### config.mk
export PLATFORM = sky130hd
export DESIGN_NAME = ultrasonic_echo_ranger_3ch
export DESIGN_NICKNAME = d
export VERILOG_FILES = /design/src/sv/uer_pkg.sv /design/src/sv/ultrasonic_echo_ranger_3ch.sv /design/src/sv/uer_cfg_regs.sv /design/src/sv/uer_dist.sv /design/src/sv/uer_ctrl.sv
export SDC_FILE = /design/constraint.sdc
export NUM_CORES = 1
export LEC_CHECK = 0
export BUFFER_PORTS_ARGS = -buffer_cell sky130_fd_sc_hd__buf_2
export CAP_MARGIN = 20
export CORE_ASPECT_RATIO = 0.6
export CORE_MARGIN = 10
export CORE_UTILIZATION = 40
export DETAILED_ROUTE_END_ITERATION = 12
export GPL_TIMING_DRIVEN = 0
export MAX_ROUTING_LAYER = met4
export SLEW_MARGIN = 10
export SYNTH_ARGS = -nofsm -noshare
export SYNTH_HDL_FRONTEND = slang
export SYNTH_SLANG_ARGS = --single-unit
### constraint.sdc
create_clock -name clk_i -period 11.75 [get_ports clk_i]
set_clock_uncertainty 0.05 [all_clocks]
set_input_delay 2.35 -clock clk_i [delete_from_list [all_inputs] [get_ports clk_i]]
set_output_delay 2.35 -clock clk_i [all_outputs]
set_load 0.02 [all_outputs]
### src/sv/uer_pkg.sv
// Shared types, register indexes and constants for the three-channel echo ranger.
`default_nettype none

package uer_pkg;

  localparam int CHANNELS_DEF = 3;
  localparam int CNT_BITS_DEF = 16;
  localparam int CHAN_W       = 2;
  localparam int CFG_IDX_W    = 3;
  localparam int CFG_DATA_W   = 16;
  localparam int DIST_W       = 14;
  localparam int WIDTH_W      = 16;

  // width*10/58 == width*5/29, done as a multiply by a scaled reciprocal
  localparam int DIST_MUL_W   = 19;
  localparam logic [DIST_MUL_W-1:0] DIST_MUL = DIST_MUL_W'(361578);
  localparam int DIST_SHIFT   = 21;

  localparam logic [CFG_IDX_W-1:0] REG_TRIGGER = 3'd0;
  localparam logic [CFG_IDX_W-1:0] REG_TIMEOUT = 3'd1;
  localparam logic [CFG_IDX_W-1:0] REG_MIN_W   = 3'd2;
  localparam logic [CFG_IDX_W-1:0] REG_MAX_W   = 3'd3;
  localparam logic [CFG_IDX_W-1:0] REG_GAP     = 3'd4;

  localparam logic [7:0]  TRIGGER_RST = 8'd1;
  localparam logic [15:0] TIMEOUT_RST = 16'd6000;
  localparam logic [15:0] MIN_W_RST   = 16'd5;
  localparam logic [15:0] MAX_W_RST   = 16'd3540;
  localparam logic [15:0] GAP_RST     = 16'd1000;

  localparam logic [CHAN_W-1:0] CH_FRONT = 2'd0;
  localparam logic [CHAN_W-1:0] CH_LEFT  = 2'd1;
  localparam logic [CHAN_W-1:0] CH_RIGHT = 2'd2;

  typedef enum logic [2:0] {
    PH_IDLE = 3'd0,
    PH_TRIG = 3'd1,
    PH_RISE = 3'd2,
    PH_HIGH = 3'd3,
    PH_GAP  = 3'd4
  } phase_e;

  typedef enum logic [1:0] {
    ST_OK       = 2'd0,
    ST_NO_RISE  = 2'd1,
    ST_TOO_LONG = 2'd2,
    ST_RANGE    = 2'd3
  } status_e;

  typedef enum logic {
    CMD_TICK  = 1'b0,
    CMD_START = 1'b1
  } command_e;

  typedef struct packed {
    logic command;
    logic echo_front;
    logic echo_left;
    logic echo_right;
  } in_item_t;

  typedef struct packed {
    logic              trig_front;
    logic              trig_left;
    logic              trig_right;
    logic              reading_valid;
    logic [CHAN_W-1:0] reading_channel;
    logic [DIST_W-1:0] range_cm;
    status_e           status;
    logic              busy_res;
    logic              sweep_done;
  } out_item_t;

  typedef struct packed {
    logic [7:0]  trigger_ticks;
    logic [15:0] timeout_ticks;
    logic [15:0] min_width_ticks;
    logic [15:0] max_width_ticks;
    logic [15:0] gap_ticks;
  } cfg_t;

endpackage

`default_nettype wire

### src/sv/ultrasonic_echo_ranger_3ch.sv
// Top level of the three-channel ultrasonic echo ranger.
//
//  channel  direction  handshake               payload
//  in       input      in_valid_i/in_ready_o   in_data_i  (uer_pkg::in_item_t)
//  out      output     out_valid_o/out_ready_i out_data_o (uer_pkg::out_item_t)
//  cfg      input      cfg_we_i                cfg_idx_i, cfg_wdata_i
//
// One item per clock while the output side takes results. The state update and the
// result are formed in the cycle of the input transfer and held in the output register.
// in_ready_o is high while the output register is empty or being taken, so a
// stall on the output side holds the input side after one waiting result.
// Reset loads the register defaults and leaves the sweep idle on channel front.
`default_nettype none

module ultrasonic_echo_ranger_3ch #(
  parameter int CHANNEL_COUNT = uer_pkg::CHANNELS_DEF,
  parameter int COUNTER_BITS  = uer_pkg::CNT_BITS_DEF
) (
  input  logic                           clk_i,
  input  logic                           rst_ni,
  input  logic                           in_valid_i,
  output logic                           in_ready_o,
  input  uer_pkg::in_item_t              in_data_i,
  output logic                           out_valid_o,
  input  logic                           out_ready_i,
  output uer_pkg::out_item_t             out_data_o,
  input  logic                           cfg_we_i,
  input  logic [uer_pkg::CFG_IDX_W-1:0]  cfg_idx_i,
  input  logic [uer_pkg::CFG_DATA_W-1:0] cfg_wdata_i
);
  import uer_pkg::*;

  cfg_t      cfg;
  out_item_t res;
  out_item_t out_q;
  logic      out_valid_q;
  logic      fire;

  assign in_ready_o = !out_valid_q || out_ready_i;
  assign fire       = in_valid_i && in_ready_o;

  uer_cfg_regs u_cfg (
    .clk_i       (clk_i),
    .rst_ni      (rst_ni),
    .cfg_we_i    (cfg_we_i),
    .cfg_idx_i   (cfg_idx_i),
    .cfg_wdata_i (cfg_wdata_i),
    .cfg_o       (cfg)
  );

  uer_ctrl #(
    .CHANNEL_COUNT (CHANNEL_COUNT),
    .COUNTER_BITS  (COUNTER_BITS)
  ) u_ctrl (
    .clk_i  (clk_i),
    .rst_ni (rst_ni),
    .fire_i (fire),
    .item_i (in_data_i),
    .cfg_i  (cfg),
    .res_o  (res)
  );

  always_ff @(posedge clk_i or negedge rst_ni) begin
    if (!rst_ni) begin
      out_valid_q <= 1'b0;
    end else if (fire) begin
      out_valid_q <= 1'b1;
    end else if (out_ready_i) begin
      out_valid_q <= 1'b0;
    end
  end

  always_ff @(posedge clk_i) begin
    if (fire) begin
      out_q <= res;
    end
  end

  assign out_valid_o = out_valid_q;
  assign out_data_o  = out_q;

endmodule

`default_nettype wire

### src/sv/uer_cfg_regs.sv
// Configuration register file for the echo ranger.
`default_nettype none

module uer_cfg_regs (
  input  logic                           clk_i,
  input  logic                           rst_ni,
  input  logic                           cfg_we_i,
  input  logic [uer_pkg::CFG_IDX_W-1:0]  cfg_idx_i,
  input  logic [uer_pkg::CFG_DATA_W-1:0] cfg_wdata_i,
  output uer_pkg::cfg_t                  cfg_o
);
  import uer_pkg::*;

  cfg_t cfg_q;

  always_ff @(posedge clk_i or negedge rst_ni) begin
    if (!rst_ni) begin
      cfg_q.trigger_ticks   <= TRIGGER_RST;
      cfg_q.timeout_ticks   <= TIMEOUT_RST;
      cfg_q.min_width_ticks <= MIN_W_RST;
      cfg_q.max_width_ticks <= MAX_W_RST;
      cfg_q.gap_ticks       <= GAP_RST;
    end else if (cfg_we_i) begin
      case (cfg_idx_i)
        REG_TRIGGER: cfg_q.trigger_ticks   <= cfg_wdata_i[7:0];
        REG_TIMEOUT: cfg_q.timeout_ticks   <= cfg_wdata_i;
        REG_MIN_W:   cfg_q.min_width_ticks <= cfg_wdata_i;
        REG_MAX_W:   cfg_q.max_width_ticks <= cfg_wdata_i;
        REG_GAP:     cfg_q.gap_ticks       <= cfg_wdata_i;
        default: ;
      endcase
    end
  end

  assign cfg_o = cfg_q;

endmodule

`default_nettype wire

### src/sv/uer_dist.sv
// Echo width to distance conversion by reciprocal multiply.
`default_nettype none

module uer_dist (
  input  logic [uer_pkg::WIDTH_W-1:0] width_i,
  output logic [uer_pkg::DIST_W-1:0]  dist_o
);
  import uer_pkg::*;

  localparam int PROD_W = WIDTH_W + DIST_MUL_W;

  logic [PROD_W-1:0] prod;

  assign prod   = PROD_W'(width_i) * PROD_W'(DIST_MUL);
  assign dist_o = prod[DIST_SHIFT +: DIST_W];

endmodule

`default_nettype wire

### src/sv/uer_ctrl.sv
// Sweep state machine, tick counter and result formation.
`default_nettype none

module uer_ctrl #(
  parameter int CHANNEL_COUNT = uer_pkg::CHANNELS_DEF,
  parameter int COUNTER_BITS  = uer_pkg::CNT_BITS_DEF
) (
  input  logic               clk_i,
  input  logic               rst_ni,
  input  logic               fire_i,
  input  uer_pkg::in_item_t  item_i,
  input  uer_pkg::cfg_t      cfg_i,
  output uer_pkg::out_item_t res_o
);
  import uer_pkg::*;

  localparam int CMP_W = (COUNTER_BITS > 16) ? COUNTER_BITS : 16;
  localparam logic [COUNTER_BITS-1:0] CNT_MAX = '1;

  phase_e                  phase_q, phase_d;
  logic [CHAN_W-1:0]       chan_q, chan_d;
  logic [COUNTER_BITS-1:0] tick_q, tick_d;
  logic [COUNTER_BITS-1:0] tick_inc;
  logic                    echo;
  logic                    finish;
  logic                    dist_en;
  logic                    done;
  logic                    last_chan;
  status_e                 status;
  logic [DIST_W-1:0]       range_val;

  assign tick_inc  = (tick_q == CNT_MAX) ? tick_q : tick_q + 1'b1;
  assign last_chan = !(({1'b0, chan_q} + 3'd1) < 3'(CHANNEL_COUNT));

  always_comb begin
    case (chan_q)
      CH_FRONT: echo = item_i.echo_front;
      CH_LEFT:  echo = item_i.echo_left;
      CH_RIGHT: echo = item_i.echo_right;
      default:  echo = 1'b0;
    endcase
  end

  uer_dist u_dist (
    .width_i (WIDTH_W'(tick_q)),
    .dist_o  (range_val)
  );

  always_comb begin
    phase_d = phase_q;
    chan_d  = chan_q;
    tick_d  = tick_q;
    finish  = 1'b0;
    dist_en = 1'b0;
    done    = 1'b0;
    status  = ST_OK;
    if (item_i.command == CMD_START) begin
      if (phase_q == PH_IDLE) begin
        chan_d  = CH_FRONT;
        tick_d  = '0;
        phase_d = PH_TRIG;
      end
    end else begin
      case (phase_q)
        PH_TRIG: begin
          tick_d = tick_inc;
          if (CMP_W'(tick_inc) >= CMP_W'(cfg_i.trigger_ticks)) begin
            phase_d = PH_RISE;
            tick_d  = '0;
          end
        end
        PH_RISE: begin
          if (echo) begin
            phase_d = PH_HIGH;
            tick_d  = COUNTER_BITS'(1);
          end else if (CMP_W'(tick_q) >= CMP_W'(cfg_i.timeout_ticks)) begin
            finish = 1'b1;
            status = ST_NO_RISE;
          end else begin
            tick_d = tick_inc;
          end
        end
        PH_HIGH: begin
          if (echo) begin
            if (CMP_W'(tick_q) >= CMP_W'(cfg_i.timeout_ticks)) begin
              finish = 1'b1;
              status = ST_TOO_LONG;
            end else begin
              tick_d = tick_inc;
            end
          end else begin
            finish = 1'b1;
            if (CMP_W'(tick_q) < CMP_W'(cfg_i.min_width_ticks) ||
                CMP_W'(tick_q) > CMP_W'(cfg_i.max_width_ticks)) begin
              status = ST_RANGE;
            end else begin
              dist_en = 1'b1;
            end
          end
        end
        PH_GAP: begin
          if (CMP_W'(tick_q) >= CMP_W'(cfg_i.gap_ticks)) begin
            chan_d  = chan_q + 1'b1;
            tick_d  = '0;
            phase_d = PH_TRIG;
          end else begin
            tick_d = tick_inc;
          end
        end
        default: ;
      endcase
    end
    if (finish) begin
      tick_d = '0;
      if (last_chan) begin
        phase_d = PH_IDLE;
        chan_d  = CH_FRONT;
        done    = 1'b1;
      end else begin
        phase_d = PH_GAP;
      end
    end
  end

  always_comb begin
    res_o.trig_front      = (phase_d == PH_TRIG) && (chan_d == CH_FRONT);
    res_o.trig_left       = (phase_d == PH_TRIG) && (chan_d == CH_LEFT);
    res_o.trig_right      = (phase_d == PH_TRIG) && (chan_d == CH_RIGHT);
    res_o.reading_valid   = finish;
    res_o.reading_channel = finish ? chan_q : chan_d;
    res_o.range_cm        = dist_en ? range_val : '0;
    res_o.status          = status;
    res_o.busy_res        = (phase_d != PH_IDLE);
    res_o.sweep_done      = done;
  end

  always_ff @(posedge clk_i or negedge rst_ni) begin
    if (!rst_ni) begin
      phase_q <= PH_IDLE;
      chan_q  <= CH_FRONT;
      tick_q  <= '0;
    end else if (fire_i) begin
      phase_q <= phase_d;
      chan_q  <= chan_d;
      tick_q  <= tick_d;
    end
  end

endmodule

`default_nettype wire

==> results.sh <==
export IMPL_place_ws_ns=4.76
export IMPL_numCtsBuffers=17
export IMPL_ant_nets=0
export IMPL_die_height_um=150
export IMPL_timing_worst_slew_pin_value_ns=0.897
export IMPL_ctsResizeCount=0
export IMPL_starting_drt_drc_count=576
export IMPL_cts_repair_timing_setup_buffer_count=0
export IMPL_post_synth_main_area_contributors="sky130_fd_sc_hd__ha_1 (25%), sky130_fd_sc_hd__dfrtp_1 (16%), sky130_fd_sc_hd__fa_1 (11%)"
export IMPL_max_vdd_ir_drop_mv=0.0964
export IMPL_max_freq_mhz=142
export IMPL_grt_first_pass_wirelength_mm=46.4
export IMPL_cts_buffer_depth=2
export IMPL_crit_path_frequent_cell="sky130_fd_sc_hd__fa_1"
export IMPL_postLayoutSetupSlackWorst_ns=4.73
export IMPL_final_layout_size_suffix_gt1_frac=0.131
export IMPL_path_class="reg2reg"
export IMPL_yosysUniqueCellTypes=71
export IMPL_min_delay_worst_endpoint="u_cfg.cfg_o[31]"
export IMPL_finalWorstPathRequiredPeriod_ns=7.02
export IMPL_grt_start_max_net_pins=55
export IMPL_hold_viol=0
export IMPL_hpwl_mm=23.5
export IMPL_groute_usage_overall=0.173
export IMPL_clk_insertion_delay_late_ns=0.44
export IMPL_synth_nets=1478
export IMPL_core_rowCount=47
export IMPL_finish_net_count=1552
export IMPL_final_max_slew_viol_count=0
export IMPL_netlist_area_leader_share=0.255
export IMPL_power_per_cell_area_mw_per_mm2=143
export IMPL_initial_standard_cell_utilization_of_the_core=0.406
export IMPL_syn_instance_count=1159
export IMPL_top_cells_by_instance_count_after_synthesis="sky130_fd_sc_hd__ha_1 (228), sky130_fd_sc_hd__inv_1 (212), sky130_fd_sc_hd__nand2_1 (109)"
export IMPL_syn_avg_cell_area_um2=9.66
export IMPL_ys_warn_count=0
export IMPL_cp_slowest_stage_delay_ns=0.85
export IMPL_drv_cap=0
export IMPL_reg2reg_from="u_ctrl.tick_q[11]"
export IMPL_reg2reg_depth=20
export IMPL_flow_area_growth_from_synthesis_pct=12.3
export IMPL_drt_total_wl_mm=29.0
export IMPL_cp_cell_sequence="ha_1 > fa_1 > fa_1 > inv_1 > fa_1 > inv_1 > fa_1 > inv_1 > fa_1 > inv_1 > ha_1 > a211oi_1 > nand2_1 > a211oi_1 > nor3_1 > o21ai_0 > a21oi_1 > o31ai_1 > nand3_1 > nor3b_1"
export IMPL_cts_sink_count=118
export IMPL_p_leak_nw=6.56
export IMPL_final_period_utilization=0.598
export IMPL_tritoncts="done"
export IMPL_wl_per_cell_um=18.0
export IMPL_timing_hold_ws_ns=0.453
export IMPL_hold_path_startpoint="u_cfg.cfg_o[31]"
export IMPL_design_power_total_mw=1.80
export IMPL_synth_flop_cell="sky130_fd_sc_hd__dfrtp_1"
export IMPL_post_synth_top_area_cell="sky130_fd_sc_hd__ha_1"
export IMPL_first_global_vias=8243
export IMPL_min_path_cells=1
export IMPL_num_fill_cells=2650
export IMPL_ctsHtreeMaxLevel=4
export IMPL_via_density=5.14
export IMPL_totalNegativeSetupSlack_ns=0
export IMPL_rr_endpoint="out_data_o[16]"
export IMPL_cts_root_buffer="sky130_fd_sc_hd__clkbuf_16"
export IMPL_cp_slowest_cell="sky130_fd_sc_hd__dfrtp_1"
export IMPL_globalplace_congestion=0.907
export IMPL_rsz_0062_raised_after_global_routing="false"
export IMPL_pin_count=54
export IMPL_hold_class="reg2reg"
export IMPL_timing_reg2reg_setup_slack_ns=4.73
export IMPL_worst_ep_required_time_ns=11.88
export IMPL_port_buffers=53
export IMPL_chipWidth_um=236
export IMPL_start_kind="flop"
export IMPL_synth_seq_cells=118
export IMPL_die_area_mm2=0.0353
export IMPL_critPathArrivalTime_ns=7.15
export IMPL_core_area_mm2=0.0276
export IMPL_hold_bufs_inserted_after_cts=0
export IMPL_number_of_antenna_violations_at_the_first_check_in_global_routing=1
export IMPL_synth_async_sr_flop_share=0.797
export IMPL_sequential_to_total_area_share_from_yosys_stat=0.277
export IMPL_drc_errors=0
export IMPL_clk_transition_reported_paths_ns=0.06
export IMPL_synth_area_mm2=0.0112
export IMPL_critical_path_endpoint_type="flop"
export IMPL_first_pass_iters=5
export IMPL_outcome="completed"
export IMPL_dr_total_vias=8296
export IMPL_critical_path_peak_fanout=16
export IMPL_yosys_cell_count_top_type="sky130_fd_sc_hd__ha_1"
export IMPL_setup_violations=0
export IMPL_grt_overflow=0
export IMPL_synth_edff_count=24
export IMPL_worst_slew_margin_rel=0.394
-- layout by cell type (no fill, tap or decap), types with 4 or more instances in the layout --
cell / n
sky130_fd_sc_hd__ha_1: 228
sky130_fd_sc_hd__nor2_1: 44
sky130_fd_sc_hd__mux2_2: 22
sky130_fd_sc_hd__and3_1: 4
sky130_fd_sc_hd__xor2_1: 10
sky130_fd_sc_hd__xnor2_1: 14
sky130_fd_sc_hd__o31ai_1: 5
sky130_fd_sc_hd__nand3_1: 15
sky130_fd_sc_hd__nor3_1: 17
sky130_fd_sc_hd__a21o_1: 12
sky130_fd_sc_hd__dfrtp_1: 71
sky130_fd_sc_hd__and2_1: 4
sky130_fd_sc_hd__o21a_1: 7
sky130_fd_sc_hd__nand2_1: 109
sky130_fd_sc_hd__or2_2: 7
sky130_fd_sc_hd__fa_1: 63
sky130_fd_sc_hd__a32o_1: 5
sky130_fd_sc_hd__nor4_1: 5
sky130_fd_sc_hd__edfxtp_1: 24
sky130_fd_sc_hd__inv_1: 212
sky130_fd_sc_hd__dfstp_2: 23
sky130_fd_sc_hd__nand2b_1: 6
sky130_fd_sc_hd__a31oi_1: 5
sky130_fd_sc_hd__o21ai_0: 82
sky130_fd_sc_hd__buf_2: 56
sky130_fd_sc_hd__o211ai_1: 9
sky130_fd_sc_hd__nor3b_1: 5
sky130_fd_sc_hd__clkinvlp_4: 5
sky130_fd_sc_hd__a211oi_1: 13
sky130_fd_sc_hd__clkbuf_16: 17
sky130_fd_sc_hd__a21oi_1: 38
sky130_fd_sc_hd__nand4_1: 14
sky130_fd_sc_hd__clkbuf_1: 16
-- layout make-up --
class                      count  area, um2  area share
multi-input combinational    803       7170       0.571
sequential                   118       3100       0.247
inverter                     212        796      0.0633
tap                          367        459      0.0365
clock buffer                  18        439      0.0349
timing repair buffer          55        323      0.0257
clock inverter                14        149      0.0118
buffer                        26        130      0.0103
antenna                        1       2.50    0.000199
-- registers in the layout, summed over array words and instances, names as in the netlist --
signal and count:
out_data_o 24, out_valid_o 1, u_cfg.cfg_o 72, u_ctrl.chan_q 2
u_ctrl.phase_q 3, u_ctrl.tick_q 16
-- worst max path at each step --
stage / from / to / slack, ns / cells after the start
after floorplan: u_ctrl.tick_q[11] / out_data_o[8] / 5.83 / 20
after global placement: u_ctrl.tick_q[11] / out_data_o[15] / 4.79 / 20
after detailed placement: u_ctrl.tick_q[11] / out_data_o[15] / 4.76 / 20
after CTS: u_ctrl.tick_q[11] / out_data_o[16] / 4.73 / 20
after global routing: u_ctrl.tick_q[11] / out_data_o[15] / 4.39 / 20
final: u_ctrl.tick_q[11] / out_data_o[16] / 4.73 / 20
-- logic make-up after synthesis --
| family | share of synthesized area |
|---|---|
| XOR/XNOR | 0.0188 |
| buffers and inverters | 0.0827 |
| multiplexers | 0.0248 |
| adder cells (fa/ha/maj) | 0.368 |
| AO/OA/AOI/OAI | 0.120 |
| flip-flops | 0.277 |
| AND/OR/NAND/NOR | 0.109 |
-- worst max-delay path: cells and delay by family (launching register included) --
| kind | cells | cell delay (ns) |
|---|---|---|
| buf+inv | 4 | 0.23 |
| simple gates | 4 | 0.59 |
| fa+ha+maj | 7 | 3.33 |
| flops | 1 | 0.85 |
| compound gates | 5 | 1.70 |
-- routing by layer --
| metal | vias up | share of wire | GRT usage | routed length (um) |
|---|---|---|---|---|
| met2 | 185 | 0.37 | 0.219 | 10800 |
| met1 | 3966 | 0.56 | 0.266 | 16100 |
| li1 | 4125 | - | - | - |
| met3 | 20 | 0.061 | 0.0390 | 1780 |
| met4 | 0 | 0.0081 | 0.0399 | 235 |
| met5 | - | 0 | - | 0 |
-- per-stage QoR --
step / std cells / utilization / cell area [um2]
2_1_floorplan: 1159 / - / 11200
3_3_place_gp: 1579 / 0.432 / 11900
3_5_place_dp: 1581 / 0.435 / 12000
4_1_cts: 1613 / 0.456 / 12600
5_1_grt: 1614 / 0.456 / 12600
6_report: 1614 / 0.456 / 12600
-- power by group --
| part | switching, mW | internal, mW |
|---|---|---|
| sequential | 0.0534 | 0.505 |
| combinational | 0.423 | 0.283 |
| clock | 0.213 | 0.318 |
Note: power is estimated with default switching activity, not from simulation.
